<file path="src/design/ssp_pkg.sv">
// shared types and constants for the sensor poll responder
// no dependencies
package ssp_pkg;

  localparam logic [7:0] FRAME_START = 8'h7E;
  localparam logic [7:0] ESCAPE_MARK = 8'h7D;
  localparam logic [7:0] ESCAPE_FLIP = 8'h20;
  localparam logic [7:0] DATA_HEADER = 8'h10;
  localparam logic [2:0] LAST_INDEX  = 3'd7;

  typedef enum logic [0:0] {
    ST_IDLE,
    ST_SEND
  } tx_state_t;

  typedef struct packed {
    logic        start;
    logic [15:0] value_id;
    logic [31:0] value_word;
  } frame_req_t;

  typedef struct packed {
    logic busy;
  } frame_stat_t;

endpackage

</file>
<file path="src/design/sport_sensor_poll_responder.sv">
// top level of the polled bus sensor responder: item intake, poll detection,
// address register; depends on ssp_pkg and ssp_frame_tx
//
// A load item or a bus byte that is not a poll for this sensor starts no frame and
// raises no stall. A poll that finds a reply pending starts a frame of 8 to 15 bytes,
// which the serializer sends one byte per cycle, unless out_stall holds it, from its
// output register; the checksum builds up in a single 8-bit end-around-carry adder.
// in_stall stays high until the last byte has entered the output register.
// The address register takes a write in any cycle (cfg_ready is always high).
module sport_sensor_poll_responder
  import ssp_pkg::*;
(
  input  logic        clk,
  input  logic        rst,
  input  logic        cfg_valid,
  output logic        cfg_ready,
  input  logic [7:0]  cfg_data,
  input  logic        in_valid,
  output logic        in_stall,
  input  logic        action,
  input  logic [7:0]  rx_byte,
  input  logic [15:0] value_id,
  input  logic [31:0] value_word,
  output logic        out_valid,
  input  logic        out_stall,
  output logic [7:0]  tx_byte,
  output logic        last_byte
);

  logic [7:0]  sensor_address;
  logic [7:0]  previous_byte;
  logic        reply_pending;
  logic [15:0] stored_id;
  logic [31:0] stored_value;

  frame_req_t  req;
  frame_stat_t stat;
  logic        in_take;
  logic        poll_hit;

  assign cfg_ready = 1'b1;
  assign in_stall  = stat.busy;
  assign in_take   = in_valid && !in_stall;
  assign poll_hit  = in_take && !action && (previous_byte == FRAME_START)
                     && (rx_byte == sensor_address) && reply_pending;

  assign req.start      = poll_hit;
  assign req.value_id   = stored_id;
  assign req.value_word = stored_value;

  always_ff @(posedge clk) begin
    if (rst) begin
      sensor_address <= '0;
      previous_byte  <= '0;
      reply_pending  <= 1'b0;
      stored_id      <= '0;
      stored_value   <= '0;
    end else begin
      if (cfg_valid && cfg_ready) begin
        sensor_address <= cfg_data;
      end
      if (in_take) begin
        if (action) begin
          stored_id     <= value_id;
          stored_value  <= value_word;
          reply_pending <= 1'b1;
        end else begin
          previous_byte <= rx_byte;
          if (poll_hit) begin
            reply_pending <= 1'b0;
          end
        end
      end
    end
  end

  ssp_frame_tx u_frame_tx (
    .clk       (clk),
    .rst       (rst),
    .req       (req),
    .stat      (stat),
    .out_valid (out_valid),
    .out_stall (out_stall),
    .tx_byte   (tx_byte),
    .last_byte (last_byte)
  );

  // a poll reply consumes the pending value
  a_poll_clears: assert property (@(posedge clk) disable iff (rst)
    poll_hit |=> (!reply_pending && stat.busy))
    else $error("poll reply did not clear pending flag");

  // an escape mark is never the end of a frame
  a_escape_not_last: assert property (@(posedge clk) disable iff (rst)
    (out_valid && (tx_byte == ESCAPE_MARK)) |-> !last_byte)
    else $error("escape mark flagged as last byte");

  // no new frame can start while one is still being serialized
  a_no_overlap: assert property (@(posedge clk) disable iff (rst)
    stat.busy |-> !poll_hit)
    else $error("poll accepted during frame");

endmodule

</file>
<file path="src/design/ssp_frame_tx.sv">
// reply frame serializer: byte sequencer, shared checksum adder, byte stuffing
// and the output register; depends on ssp_pkg
module ssp_frame_tx
  import ssp_pkg::*;
(
  input  logic        clk,
  input  logic        rst,
  input  frame_req_t  req,
  output frame_stat_t stat,
  output logic        out_valid,
  input  logic        out_stall,
  output logic [7:0]  tx_byte,
  output logic        last_byte
);

  tx_state_t   state, state_next;
  logic [2:0]  idx, idx_next;
  logic        esc, esc_next;
  logic [7:0]  sum, sum_next;
  logic [15:0] id_reg;
  logic [31:0] word_reg;
  logic        out_valid_next;
  logic [7:0]  tx_byte_next;
  logic        last_byte_next;

  logic        out_free;
  logic [7:0]  cur;
  logic [8:0]  add_wide;
  logic [7:0]  add_eac;
  logic        needs_stuff;

  assign out_free = !out_valid || !out_stall;
  assign stat.busy = (state == ST_SEND);

  always_comb begin
    unique case (idx)
      3'd0: cur = DATA_HEADER;
      3'd1: cur = id_reg[7:0];
      3'd2: cur = id_reg[15:8];
      3'd3: cur = word_reg[7:0];
      3'd4: cur = word_reg[15:8];
      3'd5: cur = word_reg[23:16];
      3'd6: cur = word_reg[31:24];
      default: cur = ~sum;
    endcase
  end

  // end-around carry adder, shared over all header and data bytes
  assign add_wide = {1'b0, sum} + {1'b0, cur};
  assign add_eac  = add_wide[7:0] + {7'd0, add_wide[8]};

  assign needs_stuff = (idx != 3'd0) && ((cur == FRAME_START) || (cur == ESCAPE_MARK));

  always_ff @(posedge clk) begin
    if (rst) begin
      state     <= ST_IDLE;
      idx       <= '0;
      esc       <= 1'b0;
      sum       <= '0;
      out_valid <= 1'b0;
    end else begin
      state     <= state_next;
      idx       <= idx_next;
      esc       <= esc_next;
      sum       <= sum_next;
      out_valid <= out_valid_next;
    end
  end

  always_ff @(posedge clk) begin
    tx_byte   <= tx_byte_next;
    last_byte <= last_byte_next;
    if (req.start) begin
      id_reg   <= req.value_id;
      word_reg <= req.value_word;
    end
  end

  always_comb begin
    state_next     = state;
    idx_next       = idx;
    esc_next       = esc;
    sum_next       = sum;
    out_valid_next = out_valid && out_stall;
    tx_byte_next   = tx_byte;
    last_byte_next = last_byte;
    unique case (state)
      ST_IDLE: begin
        if (req.start) begin
          state_next = ST_SEND;
          idx_next   = '0;
          esc_next   = 1'b0;
          sum_next   = '0;
        end
      end
      ST_SEND: begin
        if (out_free) begin
          out_valid_next = 1'b1;
          if (esc) begin
            tx_byte_next   = cur ^ ESCAPE_FLIP;
            last_byte_next = (idx == LAST_INDEX);
            esc_next       = 1'b0;
          end else if (needs_stuff) begin
            tx_byte_next   = ESCAPE_MARK;
            last_byte_next = 1'b0;
            esc_next       = 1'b1;
          end else begin
            tx_byte_next   = cur;
            last_byte_next = (idx == LAST_INDEX);
          end
          if (esc || !needs_stuff) begin
            if (idx == LAST_INDEX) begin
              state_next = ST_IDLE;
            end else begin
              sum_next = add_eac;
              idx_next = idx + 3'd1;
            end
          end
        end
      end
      default: state_next = ST_IDLE;
    endcase
  end

endmodule

</file>
<file path="config.mk">
export PLATFORM = sky130hd
export DESIGN_NAME = sport_sensor_poll_responder
export DESIGN_NICKNAME = d
export VERILOG_FILES = /design/src/design/ssp_pkg.sv /design/src/design/sport_sensor_poll_responder.sv /design/src/design/ssp_frame_tx.sv
export SDC_FILE = /design/constraint.sdc
export NUM_CORES = 1
export LEC_CHECK = 0
export BUFFER_PORTS_ARGS = -buffer_cell sky130_fd_sc_hd__buf_4
export CAP_MARGIN = 20
export CORE_ASPECT_RATIO = 1.25
export CORE_MARGIN = 2
export CORE_UTILIZATION = 51
export DETAILED_ROUTE_END_ITERATION = 16
export PLACE_DENSITY = 0.72
export SLEW_MARGIN = 10
export SYNTH_ARGS = -nofsm -noshare
export SYNTH_HDL_FRONTEND = slang
export SYNTH_SLANG_ARGS = --single-unit
</file>
<file path="constraint.sdc">
create_clock -name clk -period 4.8 [get_ports clk]
set_clock_uncertainty 0.1 [all_clocks]
set_input_delay 0.24 -clock clk [delete_from_list [all_inputs] [get_ports clk]]
set_output_delay 0.24 -clock clk [all_outputs]
set_load 0.02 [all_outputs]
</file>
# ---- Yosys cells after proc, flatten, opt, wreduce, memory -nomap -nowiden
# Cells that the tools add are included.
dict set report totals {
  ff_bits 136
  input_bits 70
  elab_cells 88
}
dict set report op_classes {
  n_addsub 3
  n_eq_ne 15
  muxes 28
  n_bitwise 4
  reduce_logical 24
}
# op count
set ops {}
lappend ops {{$pmux W8 S7} 1}
lappend ops {{$mux W8} 6}
lappend ops {{$eq A8 B7 Y1 const B} 3}
lappend ops {{$pmux W8 S2} 1}
lappend ops {{$mux W1} 13}
lappend ops {{$eq A3 B3 Y1 const B} 4}
lappend ops {{$mux W3} 4}
lappend ops {{$reduce_and A2 Y1} 5}
lappend ops {{$add A8 B8 Y9} 1}
lappend ops {{$add A8 B1 Y8} 1}
lappend ops {{$eq A8 B8 Y1} 1}
lappend ops {{$ne A2 B2 Y1 const B} 4}
lappend ops {{$not A8 Y8} 1}
lappend ops {{$logic_and A1 B1 Y1} 7}
lappend ops {{$eq A3 B2 Y1 const B} 2}
lappend ops {{$pmux W3 S2} 1}
lappend ops {{$logic_not A1 Y1} 5}
lappend ops {{$pmux W1 S2} 2}
lappend ops {{$reduce_and A4 Y1} 1}
lappend ops {{$add A3 B1 Y3 const B} 1}
lappend ops {{$eq A3 B1 Y1 const B} 1}
lappend ops {{$logic_not A3 Y1} 1}
lappend ops {{$logic_or A1 B1 Y1} 3}
lappend ops {{$not A1 Y1} 3}
lappend ops {{other kinds (2)} 2}

# ---- Longest topological paths before layout
dict set report logic_depth {
  word_depth 10
  depth_mapped 25
  ltp_nobuf 21
}

# ---- Hierarchy
# Synthesis repeated with hierarchy kept, for this count alone.
dict set report hier_totals {
  hier_cells 551
  area_unflattened_um2 5854.4
}
# mod instances cells_per_inst area_per_inst_um2 seq_area_each_um2
set by_module_without_submodules {}
lappend by_module_without_submodules {ssp_frame_tx 1 265 3463.3 1991.9}
lappend by_module_without_submodules {sport_sensor_poll_responder 1 286 2391.0 1301.2}

# ---- Worst setup path before layout
# OpenSTA, ideal clock, no wires.
dict set report synth_path {
  path_type {register to register}
  from {register u_frame_tx.idx[2]}
  to {register u_frame_tx.sum[7]}
  setup_ns 0.116
  t_arrival_ns 4.868
  required_time_ns 4.584
  slack_ns -0.284
  path_stages_with_launch 25
  path_buffers 3
  synth_period_minus_slack_ns 5.084
  cell_sequence {dfxtp_1 -> buf_2 -> buf_2 -> inv_1 -> ha_1 -> buf_6 -> nor4_4 -> a221o_1 -> o21ai_2 -> inv_1 -> ha_1 -> inv_1 -> fa_1 -> nand2b_1 -> a21oi_2 -> a41o_1 -> o21ai_0 -> nand2b_1 -> ha_1 -> nor3b_1 -> and3b_1 -> and4bb_4 -> mux2i_1 -> or4_1 -> a31o_1}
}
dict set report synth_via {
  elab_chain_len 9
}
# item line_no
set synth_lines {}
lappend synth_lines {{start, declared} ssp_frame_tx.sv:17} ;# logic [2:0] idx, idx_next;
lappend synth_lines {{start signal, assigned} ssp_frame_tx.sv:63} ;# idx <= idx_next;
lappend synth_lines {{parallel branches: the longest is 9 deep, another holds $add A8 B8 Y9} -}
lappend synth_lines {{end signal, assigned} ssp_frame_tx.sv:65} ;# sum <= sum_next;
lappend synth_lines {{end, declared} ssp_frame_tx.sv:19} ;# logic [7:0] sum, sum_next;
# Parallel ways; which one is timed is not known. The select of a mux whose other input is x is not followed.
# A chain may end at the register's enable or synchronous reset.

# ---- Worst setup path after layout
dict set report layout_path {
  from {register u_frame_tx.idx[0]}
  to {register u_frame_tx.sum[7]}
}
# Same word-level chain as after synthesis.

==> flow_summary.json <==
{
  "run_status": "finished clean",
  "pwr_density_cell_nw_per_um2": 340,
  "start_kind": "flop",
  "rows": 43,
  "cts.path.max_buffers": 2,
  "m1WireLength_um": 5510,
  "synth.lib_cells_used.distinct": 65,
  "critical_path_class": "reg -> reg",
  "yosys_warnings": 0,
  "area_delta_synth_final_pct": 34.5,
  "number_of_antenna_violations_at_the_first_check_in_global_routing": 0,
  "ys_seq_area_frac": 0.558,
  "grt_first_pass_wirelength_um": 22100,
  "netlist_instances": 558,
  "tns_ns": 0,
  "worst-path-max-fanout": 8,
  "instance_count_after_placement_with_tap_cells_included": 753,
  "critPathCaptureType": "flop",
  "hpwlAfterDp_um": 8950,
  "postLayoutCoreUtil": 0.710,
  "drt_wl_total_um": 13800,
  "layout_cells_sized_above_1": 0.230,
  "die_w_um": 100,
  "cts_root_buf": "clkbuf_16",
  "design.die.area_sq_um": 12500,
  "setup-violations-final": 0,
  "finalNetCount": 791,
  "synth_async_sr_flop_share": 0,
  "final_hold_violation_count": 0,
  "num_io_pins": 82,
  "slew-limit-headroom": 0.399,
  "detailedPlace.worstSlack_ns": 0.0494,
  "clkSlewWorstSetupHoldPaths_ns": 0.06,
  "synth.top_cell.area_share": 0.290,
  "finalWorstPathRequiredPeriod_ns": 4.59,
  "synthTopCellsByArea": "edfxtp_1 29%, dfxtp_1 27%, nand2_1 6.7%",
  "max_slew_violation_count": 0,
  "pin_count_of_the_biggest_net_entering_global_routing": 82,
  "fmax_mhz": 218,
  "clock_tree.htree_level_count": 4,
  "cts_inserted_buffers": 17,
  "p_comb_frac": 0.060,
  "synth-edff-count": 57,
  "wl_met3_um": 526,
  "synthesized_area_per_cell_sq_um": 10.6,
  "detail_route.vias_per_cell": 5.43,
  "antenna_violating_nets_post_route": 0,
  "arrival_worst_endpoint_ns": 4.80,
  "ir_worst_vdd_mv": 0.382,
  "initial_core_util": 0.528,
  "sequentialPowerShare": 0.460,
  "wl_met2_um": 7530,
  "i_o_buffers": 80,
  "fin_crit_sh": 0.956,
  "route.detailed.wl_per_inst_um": 16.3,
  "worstSkewPairLatency_ns": 0.42,
  "num_vias": 4619,
  "worst-slew-pin-transition_ns": 0.901,
  "dieHeight_um": 124,
  "cell_type_contributing_the_most_total_cell_area_after_synthesis": "edfxtp_1",
  "synth-main-ff-cell": "dfxtp_1",
  "drt_pass1_iterations": 6,
  "placeableCoreArea_sq_um": 11200,
  "power.net_switching_w": 0.000603,
  "clock_sink_count": 136,
  "rsz0062_at_grt": "false",
  "layout.cells.non_filler": 851,
  "routabilityCongestion": 0.908,
  "cellInternalPower_w": 0.00210,
  "power.leakage_nw": 3.15,
  "antenna_cells": 0,
  "gr-total-overflow": 0,
  "route.detailed.drc": 0,
  "worstHoldPathType": "in -> reg",
  "critPathRequiredTime_ns": 5.01,
  "gr-usage-all-layers": 0.228,
  "mappedNetlistNets": 646,
  "yosys_register_bits": 136,
  "p_sw_frac": 0.223,
  "synth_area_sq_um": 5910,
  "top_layer": "met4",
  "clockPowerShare": 0.480,
  "worst_slack_ns": 0.210,
  "cts_tree": "done",
  "first_iter_violations": 264,
  "first_global_vias": 4559,
  "cap_viol_max_count": 0
}
metal layers:
metal | vias to the layer above | global-route usage
li1 | 2261 | -
met1 | 2212 | 0.262
met2 | 125 | 0.410
met3 | 21 | 0.0477
met4 | 0 | 0.0830
met5 | - | 0
power groups by stage:
stage | Clock, W | Combinational (W) | Sequential, W
2_1_floorplan | 0 | 0.0000631 | 0.00126
3_3_place_gp | 0 | 0.000115 | 0.00126
3_5_place_dp | 0 | 0.000119 | 0.00127
4_1_cts | 0.00132 | 0.000160 | 0.00124
5_1_grt | 0.00135 | 0.000178 | 0.00124
6_report | 0.00130 | 0.000162 | 0.00124
placed cells by master, fill, tap and decap left out, drive strengths merged, types with 4 or more instances in the layout:
| master | count |
|---|---|
| a222oi | 4 |
| nor3 | 4 |
| mux2 | 4 |
| o31a | 4 |
| nor3b | 5 |
| xnor2 | 15 |
| nand2b | 13 |
| nand3 | 14 |
| dfxtp | 79 |
| o21ai | 6 |
| inv | 21 |
| nand2 | 107 |
| buf | 97 |
| xor2 | 5 |
| nor2b | 4 |
| mux2i | 21 |
| clkinvlp | 4 |
| dlygate4sd3 | 63 |
| a21oi | 74 |
| edfxtp | 57 |
| ha | 17 |
| clkbuf | 17 |
| a22oi | 5 |
| nor2 | 25 |
final cells by class:
cell class | instances | area (sq um)
Multi-Input combinational cell | 373 | 2470
Sequential cell | 136 | 3300
Clock inverter | 15 | 166
Clock buffer | 17 | 425
Timing Repair Buffer | 160 | 1360
Inverter | 15 | 56.3
Tap cell | 135 | 169
Fill cell | 774 | 3250
cell families (layout without fill, tap and decap cells):
| logic type | Yosys count | after routing | synth area share |
|---|---|---|---|
| fa+ha+maj | 18 | 18 | 0.0394 |
| simple gates | 189 | 189 | 0.156 |
| flops | 136 | 136 | 0.558 |
| other cells | 1 | 1 | 0.000635 |
| mux | 25 | 25 | 0.0432 |
| buf+inv | 49 | 207 | 0.0390 |
| compound gates | 120 | 120 | 0.133 |
| xor+xnor | 20 | 20 | 0.0309 |
final timing paths:
check,start,end,slack [ns],depth (start not counted)
hold / removal,value_word[30],stored_value[30],0.02,3
setup / recovery,u_frame_tx.idx[0],u_frame_tx.sum[7],0.21,19
setup reg to reg,u_frame_tx.idx[0],u_frame_tx.sum[7],0.21,19
hold reg to reg,stored_value[15],u_frame_tx.word_reg[15],0.33,0
what timing repair did:
| item | CTS | global route |
|---|---|---|
| endpoints found under the setup margin | 0 | 1 |
| buffers inserted | 0 | 3 |
| gates resized for setup | 0 | 16 |
| endpoints found under the hold margin | 63 | 0 |
| hold buffers | 63 | 0 |
Yosys cell counts (all sizes together), types with 3 or more instances:
library cell and number:
a21oi 74, a221o 3, a221oi 3, a222oi 4
a22oi 5, a32o 3, a41o 3, and3b 3
buf 18, clkbuf 16, dfxtp 79, edfxtp 57
ha 17, inv 15, mux2 4, mux2i 21
nand2 107, nand2b 13, nand3 14, nand3b 3
nand4 3, nor2 25, nor2b 4, nor3 4
nor3b 5, nor4 3, o21ai 6, o31a 4
xnor2 15, xor2 5
through the flow:
stage	power, W	instance area [sq um]	hold WS, ns
final	0.00270	7940	0.0217
after global routing	0.00278	7940	0.0173
after CTS	0.00272	7850	0.0107
after detailed placement	0.00138	6630	0.313
after global placement	0.00138	6630	0.314
after floorplan	0.00132	5920	0.276
critical path: stages (launching register included):
cell and delay, ns:
dfxtp_2 0.38, inv_1 0.15, ha_4 0.24, buf_4 0.16
a22o_1 0.17, a222oi_1 0.33, a22oi_1 0.20, ha_1 0.41
nor2_1 0.15, a21oi_2 0.07, a41o_1 0.23, o21ai_0 0.14
nand2b_1 0.09, ha_1 0.22, nor3b_4 0.16, and3b_2 0.22
and4bb_4 0.21, a41o_1 0.23, or4_1 0.40, a31o_1 0.22
(Power assumes the default switching activity.)
